[src/rtl/core/tlc_pkg.sv]
`timescale 1ns / 1ps
// ----------------------------------------------------------------------------
// Tagged LRU lookup cache package
// Shared types and codes for the cache core and its slot cells.
// ----------------------------------------------------------------------------
package tlc_pkg;

    localparam logic [31:0] MASK32 = 32'hFFFF_FFFF;

    localparam logic OP_LOOKUP = 1'b0;
    localparam logic OP_ADD    = 1'b1;

    typedef enum logic [2:0] {
        STATUS_MISS    = 3'd0,
        STATUS_HIT     = 3'd1,
        STATUS_UPDATED = 3'd2,
        STATUS_FILLED  = 3'd3,
        STATUS_EVICTED = 3'd4,
        STATUS_IGNORED = 3'd5
    } status_t;

    // Search token that travels down the row of cells.
    typedef struct packed {
        logic        active;
        logic        hit;
        logic        free;
        logic [31:0] hit_value;
        logic [31:0] min_stamp;
    } scan_t;

    // Write command broadcast from the core to every cell.
    typedef struct packed {
        logic        en;
        logic        set_key;
        logic        set_value;
        logic [31:0] owner;
        logic [31:0] number;
        logic [31:0] value;
        logic [31:0] stamp;
    } wr_cmd_t;

endpackage

[src/rtl/core/tlc_cell.sv]
`timescale 1ns / 1ps
// ----------------------------------------------------------------------------
// Tagged LRU lookup cache slot cell
// Holds one slot, folds it into the passing search token and takes writes.
// ----------------------------------------------------------------------------
module tlc_cell #(
    parameter int IDX_W = 7,
    parameter int INDEX = 0
) (
    input  logic              aclk,
    input  logic              aresetn,
    input  logic [31:0]       key_owner,
    input  logic [31:0]       key_number,
    input  tlc_pkg::scan_t    scan_in,
    input  logic [IDX_W-1:0]  hit_idx_in,
    input  logic [IDX_W-1:0]  free_idx_in,
    input  logic [IDX_W-1:0]  min_idx_in,
    output tlc_pkg::scan_t    scan_out,
    output logic [IDX_W-1:0]  hit_idx_out,
    output logic [IDX_W-1:0]  free_idx_out,
    output logic [IDX_W-1:0]  min_idx_out,
    input  tlc_pkg::wr_cmd_t  wr,
    input  logic [IDX_W-1:0]  wr_idx
);
    import tlc_pkg::*;

    localparam logic [IDX_W-1:0] MY_IDX = IDX_W'(INDEX);

    logic              valid_reg;
    logic [31:0]       owner_reg;
    logic [31:0]       number_reg;
    logic [31:0]       value_reg;
    logic [31:0]       stamp_reg;
    scan_t             scan_reg;
    scan_t             scan_next;
    logic [IDX_W-1:0]  hit_idx_reg;
    logic [IDX_W-1:0]  hit_idx_next;
    logic [IDX_W-1:0]  free_idx_reg;
    logic [IDX_W-1:0]  free_idx_next;
    logic [IDX_W-1:0]  min_idx_reg;
    logic [IDX_W-1:0]  min_idx_next;
    logic              match;
    logic              wr_sel;

    assign match  = valid_reg && (owner_reg == key_owner) && (number_reg == key_number);
    assign wr_sel = wr.en && (wr_idx == MY_IDX);

    always_comb begin
        scan_next     = scan_in;
        hit_idx_next  = hit_idx_in;
        free_idx_next = free_idx_in;
        min_idx_next  = min_idx_in;
        if (!scan_in.hit && match) begin
            scan_next.hit       = 1'b1;
            scan_next.hit_value = value_reg;
            hit_idx_next        = MY_IDX;
        end
        if (!scan_in.free && !valid_reg) begin
            scan_next.free = 1'b1;
            free_idx_next  = MY_IDX;
        end
        if (valid_reg && (stamp_reg < scan_in.min_stamp)) begin
            scan_next.min_stamp = stamp_reg;
            min_idx_next        = MY_IDX;
        end
    end

    always_ff @(posedge aclk) begin
        if (!aresetn) begin
            valid_reg       <= 1'b0;
            scan_reg.active <= 1'b0;
        end else begin
            if (wr_sel) begin
                valid_reg <= 1'b1;
            end
            scan_reg.active <= scan_next.active;
        end
        scan_reg.hit       <= scan_next.hit;
        scan_reg.free      <= scan_next.free;
        scan_reg.hit_value <= scan_next.hit_value;
        scan_reg.min_stamp <= scan_next.min_stamp;
        hit_idx_reg        <= hit_idx_next;
        free_idx_reg       <= free_idx_next;
        min_idx_reg        <= min_idx_next;
        if (wr_sel) begin
            stamp_reg <= wr.stamp;
            if (wr.set_key) begin
                owner_reg  <= wr.owner;
                number_reg <= wr.number;
            end
            if (wr.set_value) begin
                value_reg <= wr.value;
            end
        end
    end

    assign scan_out     = scan_reg;
    assign hit_idx_out  = hit_idx_reg;
    assign free_idx_out = free_idx_reg;
    assign min_idx_out  = min_idx_reg;

endmodule

[config.mk]
export PLATFORM = sky130hd
export DESIGN_NAME = tlc_cell
export DESIGN_NICKNAME = d
export VERILOG_FILES = /design/src/rtl/core/tlc_pkg.sv /design/src/rtl/core/tlc_cell.sv
export SDC_FILE = /design/constraint.sdc
export NUM_CORES = 1
export LEC_CHECK = 0
export BUFFER_PORTS_ARGS = -buffer_cell sky130_fd_sc_hd__clkbuf_2
export CORE_MARGIN = 5
export CORE_UTILIZATION = 41
export DETAILED_ROUTE_END_ITERATION = 7
export GPL_ROUTABILITY_DRIVEN = 0
export PLACE_DENSITY = 0.71
export SETUP_SLACK_MARGIN = 0.4
export SLEW_MARGIN = 20
export SYNTH_ARGS = -nofsm -noshare
export SYNTH_HDL_FRONTEND = slang
export SYNTH_SLANG_ARGS = --single-unit
export TNS_END_PERCENT = 10
[constraint.sdc]
create_clock -name aclk -period 8.55 [get_ports aclk]
set_input_delay 1.2825 -clock aclk [delete_from_list [all_inputs] [get_ports aclk]]
set_output_delay 1.2825 -clock aclk [all_outputs]
set_load 0.1 [all_outputs]
==> impl_metrics.tcl <==
set metrics [dict create \
    outcome "finished, final reports clean" \
    tightest_slew_ns 0.841 \
    fp.dieW_um 151 \
    synth_top_family_by_area "multiplexers" \
    ios 380 \
    area_growth_pct 37.1 \
    cp-end-kind "flop" \
    dieArea_um2 22800 \
    synth.area.mux_share 0.0886 \
    layout_setup_ws_ns 5.09 \
    grt_pass1_wl_um 30400 \
    cp.required_ns 8.93 \
    ys_ff_latch 217 \
    synth-adder-area-share 0.0477 \
    min_path_type "reg -> reg" \
    drtIter0Drc 130 \
    dp_slack_ns 4.53 \
    synth_warnings 0 \
    vias 5562 \
    maxSlewViolCount 0 \
    worst_skew_pair.late_latency_ns 0.50 \
    port_buffers 379 \
    post-cts-setup-buffers 0 \
    fp-row-count 51 \
    via_per_inst 4.58 \
    drc 0 \
    timing.final.crit_share 0.405 \
    netlist_instances 530 \
    fin_util 0.571 \
    largest_reg_flops 67 \
    drive_gt1_frac 0.511 \
    slew_headroom 0.439 \
    cts.repair.resized 0 \
    grt_setup_unrepaired "false" \
    cp_max_fo 31 \
    yosysUniqueCellTypes 41 \
    grt.overflow.total 0 \
    post_drt_wl_per_cell_um 17.0 \
    cts_buffers 24 \
    grt_usage 0.172 \
    synthXorXnorAreaFrac 0.0538 \
    max_stage_delay_ns 0.44 \
    final-hold-violation-count 0 \
    coreArea_um2 19500 \
    yosysSeqAreaShare 0.692 \
    synth.avg_cell_area_um2 15.3 \
    register_area_um2 5630 \
    postRouteAntennaNets 0 \
    grt_pass1_vias 5897 \
    cts_htree_levels 1 \
    final_cell_mix "clkbuf_2, edfxtp_1, dfxtp_1" \
    wl_um 20700 \
    arrival_ns 3.84 \
    cts_tree "yes" \
    setup_tns_ns 0 \
    fin_nets 1255 \
    dpl.hpwl_um 16300 \
    synth_area_um2 8130 \
    worstRegToRegCells 8 \
    dr.pass1.iters 4 \
    crit_top_cell "a21o_1" \
    antenna_found_initial 1 \
    path_class "in -> reg" \
    power_density_nw_per_um2 219 \
    mostFrequentLayoutCell "clkbuf_2" \
    clk_pin_slew_ns 0.06 \
    hold_depth 1 \
    power.static_leakage_uw 0.00503 \
    period_needed_ns 3.46 \
    ctsLongestPathBuffers 3 \
    path_cells "clkbuf_2 -> inv_1 -> ha_1 -> a21o_1 -> a21o_1 -> a221oi_2 -> o211ai_1 -> a41oi_4 -> buf_4 -> mux2_2" \
    setup_viol 0 \
    ctsHoldBuffers 0 \
    drv_cap 0 \
    fmax_mhz 289 \
    cts-root-buf "clkbuf_16" \
    skew_ns 0.0111 \
    synthesis.nets 853 \
    synth_compound_area_frac 0.0368 \
    cpMaxStageDelayCell "buf_4" \
    ir_worst_vdd_v 0.000169 \
    grt_max_degree 65 \
    die-height_um 151 \
    multiInputGateArea_um2 2300 \
    synth-simple-area-share 0.0537 \
    start_kind "input port" \
    start_util 0.417 \
    fillers 1670 \
    clock_sinks 217 \
]
routing by layer:
layer / vias up / GRT usage / share of wire / wire length [µm]
met2: 244 / 0.308 / 0.51 / 10600
met3: 32 / 0.0658 / 0.11 / 2340
met4: 0 / 0.0558 / 0.027 / 554
met1: 2556 / 0.186 / 0.35 / 7140
met5: - / 0 / 0 / 0
li1: 2730 / - / - / -
synthesized netlist by cell type (all sizes together):
cell | instances | share of area
a22oi | 1 | 0.00092
and4b | 1 | 0.0012
nor2b | 21 | 0.016
xor2 | 32 | 0.034
mux2 | 64 | 0.089
nand2 | 9 | 0.0042
o2bb2ai | 3 | 0.0032
and4 | 2 | 0.0022
nor4 | 12 | 0.010
and3 | 2 | 0.0015
o21ai | 4 | 0.0025
ha | 31 | 0.048
a21oi | 9 | 0.0055
and2 | 3 | 0.0023
or2 | 1 | 0.00077
nor3 | 3 | 0.0018
a222oi | 1 | 0.0012
edfxtp | 128 | 0.47
a41oi | 1 | 0.0020
a2bb2oi | 1 | 0.0011
a2111oi | 1 | 0.0011
o22ai | 5 | 0.0038
nand3 | 4 | 0.0025
o211ai | 2 | 0.0018
inv | 45 | 0.021
a221oi | 3 | 0.0040
nand4 | 8 | 0.0062
nor2 | 4 | 0.0018
a211oi | 1 | 0.00092
o21a | 2 | 0.0018
buf | 8 | 0.0069
xnor2 | 18 | 0.019
dfxtp | 89 | 0.22
nand2b | 4 | 0.0031
a22o | 2 | 0.0022
a21o | 5 | 0.0046
critical path, delay by kind of cell:
| family | cells | cell delay [ns] |
|---|---|---|
| AOI/OAI and AO/OA | 5 | 1.26 |
| adders and majority gates | 1 | 0.31 |
| buffers and inverters | 3 | 0.57 |
| muxes | 1 | 0.38 |
power by group:
part	total, µW	internal (µW)	switching (µW)
clock	1000	607	396
sequential	1140	1130	6.81
combinational	307	90.8	216
total	2450	1830	620
stage by stage:
step	cell area, µm²	instances	hold slack (ns)	power, µW
after floorplan	8130	530	0.409	1360
after global placement	10400	1171	0.450	1460
after detailed placement	10400	1171	0.456	1470
after CTS	11100	1214	0.464	2480
after global routing	11100	1215	0.482	2540
final	11100	1215	0.465	2450
cell families (layout without fill, tap and decap cells):
logic type	count (synthesis)	after routing
adder cells (fa/ha/maj)	31	31
multiplexers	64	64
AO/OA/AOI/OAI	41	41
buffers and inverters	53	472
XOR/XNOR	50	50
AND/OR/NAND/NOR	74	74
flip-flops	217	217
other	0	1
cell type report:
cell class	count	share of cell area
sequential	217	0.505
multi-input combinational	260	0.207
timing repair buffer	384	0.174
clock buffer	34	0.0638
tap	265	0.0297
inverter	45	0.0152
clock inverter	9	0.00629
antenna	1	0.000224
path summary, 6_finish.rpt:
kind / start / end / slack, ns
max: scan_in[13] / scan_out[8]$_DFF_P_ / 5.09
min reg2reg: value_reg[1]$_DFFE_PP_ / scan_out[33]$_DFF_P_ / 0.47
min: value_reg[1]$_DFFE_PP_ / scan_out[33]$_DFF_P_ / 0.47
max reg2reg: stamp_reg[13]$_DFFE_PP_ / scan_out[8]$_DFF_P_ / 5.59
(Power assumes the default switching activity.)
